`src/rtl/skvt_pkg.sv`:
```
// Shared constants, codes, types and a helper function of the sorted key/datum table.
package skvt_pkg;

    localparam int OP_BITS        = 3;
    localparam int KEY_BITS       = 32;
    localparam int WORD_BITS      = 64;
    localparam int STATUS_BITS    = 2;
    localparam int COUNT_OUT_BITS = 7;

    localparam int DEF_CAPACITY   = 64;
    localparam int DEF_DATUM_BITS = 64;

    localparam int TREE_RADIX_LOG = 3;

    localparam logic [OP_BITS-1:0] OP_INSERT = 3'd0;
    localparam logic [OP_BITS-1:0] OP_REMOVE = 3'd1;
    localparam logic [OP_BITS-1:0] OP_FIND   = 3'd2;
    localparam logic [OP_BITS-1:0] OP_FIRST  = 3'd3;
    localparam logic [OP_BITS-1:0] OP_STEP   = 3'd4;
    localparam logic [OP_BITS-1:0] OP_CLEAR  = 3'd5;

    localparam logic [STATUS_BITS-1:0] ST_OK         = 2'd0;
    localparam logic [STATUS_BITS-1:0] ST_NOT_FOUND  = 2'd1;
    localparam logic [STATUS_BITS-1:0] ST_FULL       = 2'd2;
    localparam logic [STATUS_BITS-1:0] ST_CURSOR_BAD = 2'd3;

    // Broadcast from the sequencer to every cell
    typedef struct packed {
        logic                exec;
        logic [OP_BITS-1:0]  op;
        logic [KEY_BITS-1:0] key;
        logic                found;
        logic                full;
    } cell_ctrl_t;

    // Register levels of the OR tree needed to cover n lanes
    function automatic int tree_levels(input int n);
        int levels;
        int span;
        levels = 0;
        span   = 1;
        while (span < n)
        begin
            span   = span << TREE_RADIX_LOG;
            levels = levels + 1;
        end
        return levels;
    endfunction

endpackage

```
`src/rtl/skvt_cell.sv`:
```
// One table cell: holds a key, a datum and the cursor mark, shifts with its neighbours.
module skvt_cell import skvt_pkg::*; #(
    parameter int INDEX      = 0,
    parameter int DATUM_BITS = DEF_DATUM_BITS,
    parameter int CNT_BITS   = 7
) (
    input  logic                  clk,
    input  logic                  rst_n,
    input  cell_ctrl_t            ctrl,
    input  logic [CNT_BITS-1:0]   count,
    input  logic [DATUM_BITS-1:0] req_datum,
    input  logic [KEY_BITS-1:0]   left_key,
    input  logic [DATUM_BITS-1:0] left_datum,
    input  logic                  left_flag,
    input  logic                  left_less,
    input  logic [KEY_BITS-1:0]   right_key,
    input  logic [DATUM_BITS-1:0] right_datum,
    input  logic                  right_flag,
    output logic [KEY_BITS-1:0]   key,
    output logic [DATUM_BITS-1:0] datum,
    output logic                  flag,
    output logic                  less,
    output logic                  hit,
    output logic                  occupied
);

    localparam logic IS_HEAD = (INDEX == 0);

    logic [KEY_BITS-1:0]   key_reg;
    logic [KEY_BITS-1:0]   key_next;
    logic [DATUM_BITS-1:0] datum_reg;
    logic [DATUM_BITS-1:0] datum_next;
    logic                  flag_reg;
    logic                  flag_next;
    logic                  boundary;

    assign occupied = CNT_BITS'(INDEX) < count;
    assign less     = occupied && ($signed(key_reg) < $signed(ctrl.key));
    assign hit      = occupied && (key_reg == ctrl.key);
    // first cell not below the request key: where a new entry lands
    assign boundary = !less && left_less;

    always_comb
    begin
        key_next   = key_reg;
        datum_next = datum_reg;
        flag_next  = flag_reg;
        if (ctrl.exec)
        begin
            unique case (ctrl.op)
                OP_INSERT:
                begin
                    flag_next = 1'b0;
                    if (ctrl.found)
                    begin
                        if (hit)
                        begin
                            datum_next = req_datum;
                        end
                    end
                    else if (!ctrl.full && !less)
                    begin
                        if (boundary)
                        begin
                            key_next   = ctrl.key;
                            datum_next = req_datum;
                        end
                        else
                        begin
                            key_next   = left_key;
                            datum_next = left_datum;
                        end
                    end
                end
                OP_REMOVE:
                begin
                    if (ctrl.found && !less)
                    begin
                        key_next   = right_key;
                        datum_next = right_datum;
                        flag_next  = right_flag;
                    end
                end
                OP_FIND:  flag_next = hit;
                OP_FIRST: flag_next = IS_HEAD && occupied;
                OP_STEP:  flag_next = left_flag && occupied;
                OP_CLEAR: flag_next = 1'b0;
                default:  flag_next = flag_reg;
            endcase
        end
    end

    always_ff @(posedge clk)
    begin
        key_reg   <= key_next;
        datum_reg <= datum_next;
    end

    always_ff @(posedge clk or negedge rst_n)
    begin
        if (!rst_n)
        begin
            flag_reg <= 1'b0;
        end
        else
        begin
            flag_reg <= flag_next;
        end
    end

    assign key   = key_reg;
    assign datum = datum_reg;
    assign flag  = flag_reg;

endmodule

```
`config.mk`:
```
export PLATFORM = sky130hd
export DESIGN_NAME = skvt_cell
export DESIGN_NICKNAME = d
export VERILOG_FILES = /design/src/rtl/skvt_pkg.sv /design/src/rtl/skvt_cell.sv
export SDC_FILE = /design/constraint.sdc
export NUM_CORES = 1
export LEC_CHECK = 0
export BUFFER_PORTS_ARGS = -buffer_cell sky130_fd_sc_hd__buf_2
export CORE_AREA = 2 2 158 160
export DETAILED_ROUTE_END_ITERATION = 8
export DIE_AREA = 0 0 160 162
export SETUP_SLACK_MARGIN = 0.3
export SYNTH_ARGS = -nofsm -noshare
export SYNTH_HDL_FRONTEND = slang
export SYNTH_SLANG_ARGS = --single-unit
```
`constraint.sdc`:
```
create_clock -name clk -period 6.4 [get_ports clk]
set_input_delay 0.64 -clock clk [delete_from_list [all_inputs] [get_ports clk]]
set_output_delay 0.64 -clock clk [all_outputs]
set_load 0.005 [all_outputs]
```
* Yosys cells after proc, flatten, opt, wreduce, memory -nomap -nowiden *
Index checks and enable logic that the tools add are counted.

operators by class
  order comparisons = 2
  equality and inequality tests = 11
  mux-type cells = 13
  reduce and logical (&&, ||, !) cells = 15

operator list
  kind                                                                   count
  64-bit 2-to-1 mux                                                      5
  32-bit 2-to-1 mux                                                      4
  64-bit case mux with 2 select lines                                    1
  32-bit case mux with 2 select lines                                    1
  32-bit equality test                                                   1
  32-bit < comparator                                                    1
  5-bit AND reduction                                                    2
  1-bit by 7-bit < comparator with 1-bit output, first input constant    1
  3-bit by 2-bit equality test with 1-bit output, second input constant  2
  3-bit equality test, second input constant                             2
  1-bit logical AND                                                      6
  2-bit inequality test, second input constant                           3
  3-bit inequality test, second input constant                           2
  1-bit case mux with 5 select lines                                     1
  5-bit nonzero test                                                     1
  3-bit by 1-bit equality test with 1-bit output, second input constant  1
  3-bit zero test                                                        1
  3-bit AND reduction                                                    1
  1-bit zero test                                                        2
  2-bit nonzero test                                                     1
  2-bit OR reduction                                                     1
  1-bit 2-to-1 mux                                                       1

word-level totals
  flip-flop bits (word level) = 97
  input bits = 306
  output and inout port bits = 100
  word-level logic and storage cells = 44

* Longest topological paths before layout *
Gate-level depths: netlist of run 1.

  word-level depth = 8
  gate-level depth with buffers = 11

* Least setup slack after synthesis of run 1 *
No wires, ideal clock.

  path kind = input port to flip-flop
  start point = in ctrl[17] in the netlist's numbering
  end point = reg datum_reg[0], in the netlist datum[0] (enable)
  library setup time = 0.398 ns
  data arrival time = 5.554 ns
  path slack = 0.448 ns
  stages = 9
  buffers on the path = 0
  cells stage by stage = inv_1 -> ha_1 -> nand4_1 -> or3_1 -> a311o_1 -> a21boi_4 -> o21ai_0 -> nor3_1 -> a31o_2

on the way
  word-level cells in the longest chain between the ends = 6
  elaborated cells between the ends (all ways) = 11
  those cells by class = 1 x order compare; 4 x eq/ne; 6 x reduce/logical

RTL lines
  element                                                                   RTL line                          RTL
  start, declared                                                           skvt_cell.sv:9                    input cell_ctrl_t ctrl,
  32-bit < comparator *                                                     skvt_cell.sv:38                   assign less = occupied && ($signed(key_reg) < $signed(ctrl.key));
  1-bit logical AND *                                                       skvt_cell.sv:38
  via less                                                                  skvt_cell.sv:22                   output logic less,
  1-bit zero test *                                                         skvt_cell.sv:61, skvt_cell.sv:77
  1-bit logical AND (on tied branches)                                      skvt_cell.sv:61, skvt_cell.sv:77
  3-bit inequality test (no line) or 2-bit inequality test (tied branches)  -
  5-bit AND reduction (no line) *                                           -
  end signal, assigned                                                      skvt_cell.sv:96                   datum_reg <= datum_next;
  end, declared                                                             skvt_cell.sv:31                   logic [DATUM_BITS-1:0] datum_reg;

The timed path passes the listed nets; every way through them passes the cells marked *.
A chain may end at the register's enable or synchronous reset.

* Worst setup path after layout of run 1 *
  start point = in ctrl[17] in the netlist's numbering
  end point = reg datum_reg[1], in the netlist datum[1] (enable)

on the way
  word-level cells in the longest chain between the ends = 6
  elaborated cells between the ends (all ways) = 11
  those cells by class = 1 x order compare; 4 x eq/ne; 6 x reduce/logical

RTL lines
  element                                                                   RTL line
  32-bit < comparator                                                       skvt_cell.sv:38
  1-bit logical AND                                                         skvt_cell.sv:38
  1-bit zero test                                                           skvt_cell.sv:61, skvt_cell.sv:77
  1-bit logical AND (on tied branches)                                      skvt_cell.sv:61, skvt_cell.sv:77
  3-bit inequality test (no line) or 2-bit inequality test (tied branches)  -
  5-bit AND reduction (no line) *                                           -

Every way passes the cells marked *; elsewhere a longest branch is shown, timed or not.

==> run metrics, run 1 <==
status completed; most common library cells after synthesis a21oi_1 (108), nor2_1 (101), edfxtp_1 (96), mux2i_1 (96), inv_1 (36); critical path's slowest cell a31o_4; Worst EP required 6.41 ns; Warnings, synthesis 0; max frequency 272.0 MHz; fin crit period ~3.7 ns; pwr dens around 190 nW/um2; Pleak ~4.2 nW; fillcell total about 2600; RSZ-0062 raised after global routing false; Hold Buf Count CTS 0; DR vias/cell roughly 4.4; Core ar. 24110 um2; P&R area growth vs syn 42.91%; MaxCap Viol Count 0; Final TNS setup 0 ns; Tcrit/Tclk final between 50% and 60%; largest net degree at the start of global routing just under 80; first-pass GRT wire length approximately 31 mm; Syn Nets between 900 and 1000; port bufs slightly above 400; Seq cells post-synth 97; DRT antenna net count 0; post-synth top area cell edfxtp_1; vias in the first global route roughly 5800; Setup Buffers After CTS 0; GP Congestion 0.8136; # IOs between 400 and 500; Reg clk slew, reported paths 0.07 ns; Max IR drop VDD between 90 and 100 uV; Yosys cell types 40; Critical Setup Path Class primary input to flop; # setup viols final 0; FF-to-FF setup slack 2.76 ns; drt wl/cell around 16 um; die width ~160 um; final net count approximately 1300; Residual DRC 0; post-synth top area share 47.88%; PostCTS Resize Cnt 0; clock skew 0.01444 ns; Longest Clk Path Bufs 2; syn_area_per_cell approximately 11 um2; final hold vios 0; relative slew slack 51.84%; most common cell in the synthesized netlist a21oi_1; share of layout cells above drive strength 1 45.23%; reg2reg start key[9]; Power Total ~1.6 mW; Post-Syn Instances 570; cell row count 57; Worst setup SP type primary input; Initial Util roughly a quarter; Seq/Total Area, Yosys 48.30%; Pins Over Slew Limit 0; crit-path max cell delay just under 0.5 ns; gr ovfl total 0; via count around 5700; Worst Setup SP ctrl[17]; number of DRC markers in iteration 0 approximately 220; maximum fanout along the worst path 37; top post-synthesis cells by area edfxtp_1 (48%), mux2i_1 (16%), a21oi_1 (9.0%); critical path capture point type flop; Synth Flop Type edfxtp_1; Synth Cell Area about 6000 um2; DP HPWL 17.01 mm; clock latency on the worst-skew pair 0.35 ns; Reg2Reg Depth 9; critical path, cell by cell buf_2, inv_1, ha_1, nand4_1, or3_1, a311o_1, a21boi_4, o21ai_0, nor3_2, a31o_4, buf_4; max FFs per register 64; # H-tree levels 3; share of synthesized registers carrying an async set or reset ~1.0%; initial antenna violation count 1; CTS tree yes; Die ar. around 26000 um2; DRT Wirelength about 21 mm; number of flops mapped to enable cells by yosys 96; Total GRT Usage around 16%; Die Span Y roughly 160 um; Root Buffer clkbuf_16; clock tree sinks between 90 and 100; reg2reg end datum[1]; Arr. time, crit path approximately 3.7 ns; HP Class primary input to asynchronous set/reset pin; DRT Pass-1 Iters 4; Slew @ Worst Pin between 0.7 and 0.8 ns; CTS buffer count 9
==> stage by stage <==
stage / hold WS [ns] / cells / setup slack (ns) / utilization (%) / area [um2]
2_1_floorplan: 0.3444 / 570 / 0.4479 / - / 6021
3_5_place_dp: 0.4157 / 1272 / 2.337 / 34.43 / 8300
6_report: 0.05974 / 1289 / 2.724 / 35.70 / 8605
5_1_grt: 0.03863 / 1289 / 2.484 / 35.70 / 8605
3_3_place_gp: 0.4157 / 1272 / 2.419 / 34.43 / 8300
4_1_cts: 0.03706 / 1288 / 2.696 / 35.68 / 8602
==> cells in the final DEF (no fill, tap or decap), drive strengths merged, types with 2 or more instances in the layout <==
cell type	count
nand4	6
o211ai	2
buf	411
o21ai	7
a21oi	108
nand2	14
and3	2
nor3	5
and2	2
nand3	5
nor3b	2
clkbuf	10
a311oi	2
a31oi	2
nor4	3
nor2	101
ha	32
inv	39
mux2i	96
edfxtp	96
==> how the worst max path moves through the flow <==
| stage | to | slack [ns] | depth (start not counted) |
|---|---|---|---|
| floorplan | datum[0] | 0.45 | 9 |
| global placement | datum[22] | 2.42 | 11 |
| detailed placement | datum[1] | 2.34 | 11 |
| CTS | datum[28] | 2.70 | 11 |
| global route | datum[28] | 2.48 | 11 |
| finish | datum[1] | 2.72 | 11 |
==> layout make-up <==
| cell class | count | area [um2] | share of cell area (%) |
|---|---|---|---|
| clock buffer | 10 | 229.0 | 2.661 |
| multi-input combinational | 404 | 2768 | 32.17 |
| timing repair buffer | 411 | 2085 | 24.23 |
| clock inverter | 6 | 72.57 | 0.8434 |
| antenna | 1 | 2.502 | 0.02908 |
| sequential | 97 | 2908 | 33.79 |
| inverter | 36 | 135.1 | 1.570 |
| tap | 324 | 405.4 | 4.711 |
==> report_power, final <==
part / total (mW) / switching, mW / internal (mW)
Clock: 0.571 / 0.262 / 0.309
Combinational: 0.317 / 0.154 / 0.163
Sequential: 0.724 / 0.00354 / 0.721
==> worst max-delay path: cells and delay by family <==
kind	cells	cell delay (ns)
fa+ha+maj	1	0.32
compound gates	4	1.26
simple gates	3	0.79
buf+inv	3	0.63
==> layer usage <==
layer | vias to the layer above | GRT usage (%) | share of wire (%)
li1 | 2852 | - | -
met1 | 2558 | 17.26 | 39
met2 | 254 | 29.83 | 53
met3 | 17 | 3.269 | 6.6
met4 | 0 | 4.627 | 1.3
met5 | - | 0 | 0
==> cell families after synthesis <==
| kind of cell | Yosys count | synth area share, % |
|---|---|---|
| buffers and inverters | 69 | 6.421 |
| adders and majority gates | 32 | 6.650 |
| muxes | 97 | 16.15 |
| DFF | 97 | 48.30 |
| and+or+nand+nor | 142 | 9.996 |
| AOI/OAI and AO/OA | 133 | 12.49 |
Note: power is estimated with default switching activity, not from simulation.
==> run 2, diff against run 1 <==
==> constraint.sdc (replaced) <==
create_clock -name clk -period 3.71 [get_ports clk]
set_input_delay 0.371 -clock clk [delete_from_list [all_inputs] [get_ports clk]]
set_output_delay 0.371 -clock clk [all_outputs]
set_load 0.005 [all_outputs]
==> run 2 against run 1 <==
- die area did not move
- critical path depth fell by 2
- final cell count increased by 1.3%
- hold slack improved by 0.28 ns
- sequential share of layout area is 0.72 points lower
- critical path type is now flop to flop
- highest routed layer unchanged
==> run metrics, run 2 (same netlist as run 1, synthesis figures left out) <==
# IOs 406 (unchanged); Critical Setup Path Class flop to flop; # H-tree levels 3 (unchanged); Die Span Y 162 um (unchanged); reg2reg start key[31]; number of DRC markers in iteration 0 179 (-20%); Arr. time, crit path 3.18 ns (-0.51 ns); clock latency on the worst-skew pair 0.35 ns (about the same); RSZ-0062 raised after global routing false; Worst Setup SP key[31]; Worst EP required 3.80 ns (-2.61 ns); Final TNS setup 0 ns (unchanged); reg2reg end datum[45]; max frequency 323.4 MHz; # setup viols final 0 (unchanged); PostCTS Resize Cnt 0 (unchanged); status completed; FF-to-FF setup slack 0.62 ns (-2.14 ns); worst hold path stage count 3; Slew @ Worst Pin 0.7789 ns (+0.05652 ns); final net count 1313 (+1.2%); vias in the first global route 5971 (+2.8%); maximum fanout along the worst path 20 (-46%); Reg clk slew, reported paths 0.08 ns (about the same); GP Congestion 0.8313 (+2.2%); die width 160 um (unchanged); clock tree sinks 97 (unchanged); Pins Over Slew Limit 0 (unchanged); cell row count 57 (unchanged); MaxCap Viol Count 0 (unchanged); initial antenna violation count 3 (+2); DP Area 8498 um2 (+2.4%); Root Buffer clkbuf_16; worst setup margin 0.6178 ns (-2.106 ns); design area 8791 um2 (+2.2%); clock skew 0.009596 ns (-0.004847 ns); Tcrit/Tclk final between 80% and 90%; Hold Path End datum[17]; first-pass GRT wire length 31.57 mm (+0.86%); DRT Pass-1 Iters 4 (unchanged); Residual DRC 0 (unchanged); final hold vios 0 (unchanged); most used cells in the layout excluding fill and tap cells buf_2 (405), a21oi_1 (108), nor2_1 (101), mux2i_1 (96), edfxtp_1 (96); largest net degree at the start of global routing 77 (unchanged); max FFs per register 64 (unchanged); Total GRT Usage 15.74% (+0.18 points); gr ovfl total 0 (unchanged); critical path capture point type flop; DR vias/cell 4.383 (-0.55%); HP Start right_datum[17]; port bufs 405 (unchanged); pwr dens 311.1 nW/um2 (+66%); fin crit period ~3.1 ns; Die ar. 25920 um2 (unchanged); Worst setup SP type flop; Core ar. 24110 um2 (unchanged); Pleak 4.276 nW (+2.2%); HP Class primary input to flop; Longest Clk Path Bufs 2 (unchanged); relative slew slack 48.08% (-3.8 points); Reg2Reg Depth 9 (unchanged); P&R area growth vs syn 46.01%; DRT Wirelength 20.99 mm (+0.15%); share of layout cells above drive strength 1 46.33% (+1.1 points); commonest non-fill, non-tap cell in the layout buf_2; DRT antenna net count 0 (unchanged); Max IR drop VDD 159.2 uV (+68%); DP HPWL 17.19 mm (+1.1%); via count 5724 (+0.76%); drt wl/cell 16.07 um (-1.2%); CTS buffer count 9 (unchanged); CTS tree yes; Initial Util 24.98% (unchanged); worst slack, placed 0.4104 ns (-1.926 ns); Setup Buffers After CTS 0 (unchanged)
run 2: cell types whose count changed in the layout (fill, tap and decap cells not counted), moves of 2 or more:
cell,previous run,this run
buf_4,5,16
buf_12,1,5
ha_1,32,30
ha_4,0,2
run 2: timing repair:
action / 4_1_cts / 5_1_grt
endpoints found under the setup margin: 0 / 0
hold buffers: 1 / 0
endpoints found under the hold margin: 1 / 0
run 2: final cells by class:
class                      instances  area [um2]
multi-input combinational        404        2803
clock buffer                      10       229.0
clock inverter                     6       48.80
sequential                        97        2908
antenna                            2       5.005
inverter                          36       135.1
tap                              324       405.4
fill                            2531       15310
timing repair buffer             427        2257
run 2: critical path, cell delays in order (launching register included):
cell	delay [ns]
edfxtp_1	0.40
ha_1	0.40
nand4_2	0.18
nor3_2	0.07
a221oi_2	0.37
nand3_1	0.19
o221ai_4	0.54
buf_12	0.27
mux2i_1	0.30
a21oi_1	0.10
run 2: where the power goes:
| part | internal, mW | total, mW | switching [mW] |
|---|---|---|---|
| clock network | 0.465 | 0.910 | 0.445 |
| registers | 1.24 | 1.25 | 0.00706 |
| logic | 0.303 | 0.575 | 0.272 |
run 2: worst max-delay path by stage:
stage                endpoint  cells past startpoint
CTS                 datum[45]                      9
finish              datum[45]                      9
global route        datum[45]                      9
floorplan            datum[0]                      8
global placement    datum[45]                     11
detailed placement  datum[45]                     11
run 2: layer usage:
metal | track usage [%] | up-vias | wire length [um]
li1 | - | 2896 | -
met1 | 17.65 | 2565 | 8399
met2 | 30.09 | 243 | 10990
met3 | 3.473 | 20 | 1298
met4 | 4.095 | 0 | 304
met5 | 0 | - | 0
run 2: stage by stage:
stage	std cells	total power, mW	hold slack (ns)	utilization [%]
after floorplan	570	1.600	0.07541	-
after global placement	1287	1.849	0.1572	35.25
after detailed placement	1287	1.858	0.1541	35.25
after CTS	1304	2.786	0.3190	36.45
after global routing	1306	2.892	0.3325	36.47
final	1306	2.735	0.3406	36.47
==> run 3, diff against run 2 <==
--- a/config.mk
+++ b/config.mk
@@ -5,10 +5,11 @@
 export SDC_FILE = /design/constraint.sdc
 export NUM_CORES = 1
 export LEC_CHECK = 0
+export ABC_AREA = 1
 export BUFFER_PORTS_ARGS = -buffer_cell sky130_fd_sc_hd__buf_2
-export CORE_AREA = 2 2 158 160
+export CORE_AREA = 2 2 156 158
 export DETAILED_ROUTE_END_ITERATION = 8
-export DIE_AREA = 0 0 160 162
+export DIE_AREA = 0 0 158 160
 export SETUP_SLACK_MARGIN = 0.3
 export SYNTH_ARGS = -nofsm -noshare
 export SYNTH_HDL_FRONTEND = slang
==> constraint.sdc (replaced) <==
create_clock -name clk -period 2.7 [get_ports clk]
set_input_delay 0.27 -clock clk [delete_from_list [all_inputs] [get_ports clk]]
set_output_delay 0.27 -clock clk [all_outputs]
set_load 0.005 [all_outputs]
==> run 3 against run 2 <==
- the flow now finishes with violations (negative setup slack)
- flip-flop and latch count is the same
- synthesized cell count grew 72%
- count of clock-buffer cells in the layout shrank 1
- via count grew 40%
- clock power grew 52%
- largest cell class is now multi-input gates
==> run metrics, run 3 <==
Max IR drop VDD 239.9 uV (+51%); Residual DRC 0 (unchanged); # setup viols final 36 (+36); drt wl/cell 16.66 um (+3.7%); crit-path max cell delay 0.43 ns (-0.11 ns); syn_area_per_cell 7.049 um2 (-33%); share of synthesized registers carrying an async set or reset 1.031% (unchanged); Synth Cell Area 6894 um2 (+15%); worst hold path stage count 3 (unchanged); critical path capture point type flop; CP dominant cell by count nand2_2; vias in the first global route 7161 (+20%); reg2reg end datum[0]; relative slew slack 38.14% (-9.9 points); P&R area growth vs syn 79.33%; Reg clk slew, reported paths 0.07 ns (about the same); Yosys cell types 25 (-38%); worst setup margin -0.03992 ns (-0.6577 ns); Initial Util 28.94% (+4.0 points); Longest Clk Path Bufs 2 (unchanged); largest net degree at the start of global routing 51 (-34%); Seq pwr share 37.0% (-8.7 points); worst slack, placed -0.1854 ns (-0.5958 ns); most common library cells after synthesis nand2_1 (374), inv_1 (210), nand3_1 (167), edfxtp_1 (96), ha_1 (32); Root Buffer clkbuf_16; port bufs 405 (unchanged); MaxCap Viol Count 0 (unchanged); first-pass GRT wire length 37.85 mm (+20%); global route hottest layer met2; CTS tree yes; final hold vios 0 (unchanged); # H-tree levels 3 (unchanged); Die ar. 25280 um2 (-2.5%); reg2reg start key[29]; Reg2Reg Depth 15 (+6); Critical Setup Path Class flop to flop; Gate power share 34.1% (+13 points); Syn Nets 1316 (+45%); maximum fanout along the worst path 7 (-65%); DRT Pass-1 Iters 6 (+2); top post-synthesis cells by area edfxtp_1 (42%), nand2_1 (20%), nand3_1 (12%); # IOs 406 (unchanged); Slew @ Worst Pin 0.9279 ns (+0.1490 ns); Worst EP required 2.77 ns (-1.03 ns); Hold Path End datum[2]; final net count 1773 (+35%); GP Congestion 0.8676 (+4.4%); DP Cell Count 1692 (+31%); Pins Over Slew Limit 0 (unchanged); Seq/Total Area, Yosys 42.18% (-6.1 points); cell row count 57 (unchanged); fin crit period 2.740 ns (-0.3523 ns); post-synth top area cell edfxtp_1; initial antenna violation count 1 (-2); max frequency 365.0 MHz (+13%); DRT Wirelength 29.39 mm (+40%); post-synth top area share 41.81% (-6.1 points); gr ovfl total 0 (unchanged); Synth Flop Type edfxtp_1; HP Class primary input to flop; DRT antenna net count 0 (unchanged); die width 158 um (-1.3%); M1 GR Usage 22.43% (+4.8 points); pwr dens 387.3 nW/um2 (+25%); HP Start right_datum[2]; number of buffers and inverters on the critical path 3 (+2); failing checks negative setup slack; non-filler instance count after layout 1764 (+35%); P_sw 1.448 mW (+100%); number of flops mapped to enable cells by yosys 96 (unchanged); clock skew 0.008007 ns (-0.001589 ns); switching part of the total 30.24% (+3.8 points); critical path's slowest cell edfxtp_1; share of layout cells above drive strength 1 53.79% (+7.5 points); clock share of power 28.9% (-4.4 points); CTS buffer count 9 (unchanged); Tcrit/Tclk final 101.5% (+18 points); DR vias/cell 4.537 (+3.5%); FF-to-FF setup slack -0.04 ns (-0.66 ns); Warnings, synthesis 0 (unchanged); Total GRT Usage 19.81% (+4.1 points); cell-internal power 3.341 mW (+66%); Core ar. 23820 um2 (-1.2%); number of DRC markers in iteration 0 468 (+160%); met2 usage 36.74% (+6.7 points); critical path, cell by cell ha_4, a21oi_1, nor2_1, nor2_1, nand2_2, a21oi_2, nand4_1, nand3_4, nand2_2, nand2_2, nand4_1, nand2_8, buf_6, buf_8, buf_16; status complete, but fails checks; most common cell in the synthesized netlist nand2_1; Die Span Y 160 um (-1.2%); most used cells in the layout excluding fill and tap cells buf_2 (404), nand2_1 (259), inv_1 (207), nand3_2 (110), edfxtp_1 (96); Pleak 6.866 nW (+61%); commonest non-fill, non-tap cell in the layout buf_2; Seq cells post-synth 97 (unchanged); GR Util met3 4.450% (+0.98 points); RSZ-0062 raised after global routing true; cell family with most CP delay simple AND/OR/NAND/NOR gates; max FFs per register 64 (unchanged); Arr. time, crit path 2.81 ns (-0.37 ns); DP HPWL 19.50 mm (+13%); via count 8004 (+40%); clock tree sinks 97 (unchanged); Worst setup SP type flop; Post-Syn Instances 978 (+72%); Power Total 4.789 mW (+75%); clock latency on the worst-skew pair 0.35 ns (about the same)
## run 3: through the flow
step,TNS [ns],util (%),instance area [um2],hold slack (ns)
3_3_place_gp,-7.257,39.76,9470,0.04714
6_report,-0.6933,51.90,12360,0.1752
4_1_cts,-0.07628,43.98,10480,0.1683
3_5_place_dp,-10.67,39.76,9470,0.05101
2_1_floorplan,0,-,6953,-0.02559
5_1_grt,-13.93,51.89,12360,0.1743
## run 3: what timing repair did
action,4_1_cts,5_1_grt
cloned,11,16
setup buffers,17,11
setup endpoints to repair,194,195
endpoints found under the hold margin,1,0
gates resized for setup,51,325
hold buffers,1,0
pin swaps,15,139
## run 3: final cells by class
| type | instances | area (um2) |
|---|---|---|
| timing repair buffer | 490 | 3453 |
| multi-input combinational | 624 | 4468 |
| tap | 324 | 405.4 |
| clock inverter | 6 | 83.83 |
| sequential | 97 | 2908 |
| antenna | 1 | 2.502 |
| clock buffer | 9 | 225.2 |
| inverter | 213 | 817.0 |
| fill | 2281 | 11460 |
## run 3: logic make-up after synthesis
logic type,after synthesis,share of synthesized area (%)
AND/OR/NAND/NOR,574,34.97
buffers and inverters,259,15.68
flip-flops,97,42.18
adder cells (fa/ha/maj),32,5.808
AO/OA/AOI/OAI,16,1.361
## run 3: worst max-delay path by stage
stage               startpoint   endpoint  slack (ns)  cells after the start
CTS                    key[25]  datum[49]       -0.01                     18
floorplan              key[31]     key[0]        0.18                     14
global route           key[29]  datum[47]       -0.18                     15
finish                 key[29]   datum[0]       -0.04                     15
global placement      ctrl[17]  datum[49]       -0.13                     12
detailed placement     key[15]  datum[46]       -0.19                     10
## run 3: worst register-to-register path, delay by kind of cell, from the launching register on
kind,cells,cell delay [ns]
buf+inv,3,0.39
fa+ha+maj,1,0.24
compound gates,2,0.33
flops,1,0.43
simple gates,9,1.08
## run 3: metal layers
metal / vias up / routed length, um
li1: 3960 / -
met4: 0 / 502
met2: 336 / 15330
met5: - / 0
met1: 3677 / 11470
met3: 31 / 2090
## run 3: power groups by stage
stage	clock network, mW	registers (mW)	logic (mW)
2_1_floorplan	0	1.81	0.543
3_3_place_gp	0	1.80	1.01
3_5_place_dp	0	1.80	1.02
4_1_cts	1.42	1.77	1.18
5_1_grt	1.46	1.78	1.77
6_report	1.38	1.77	1.63
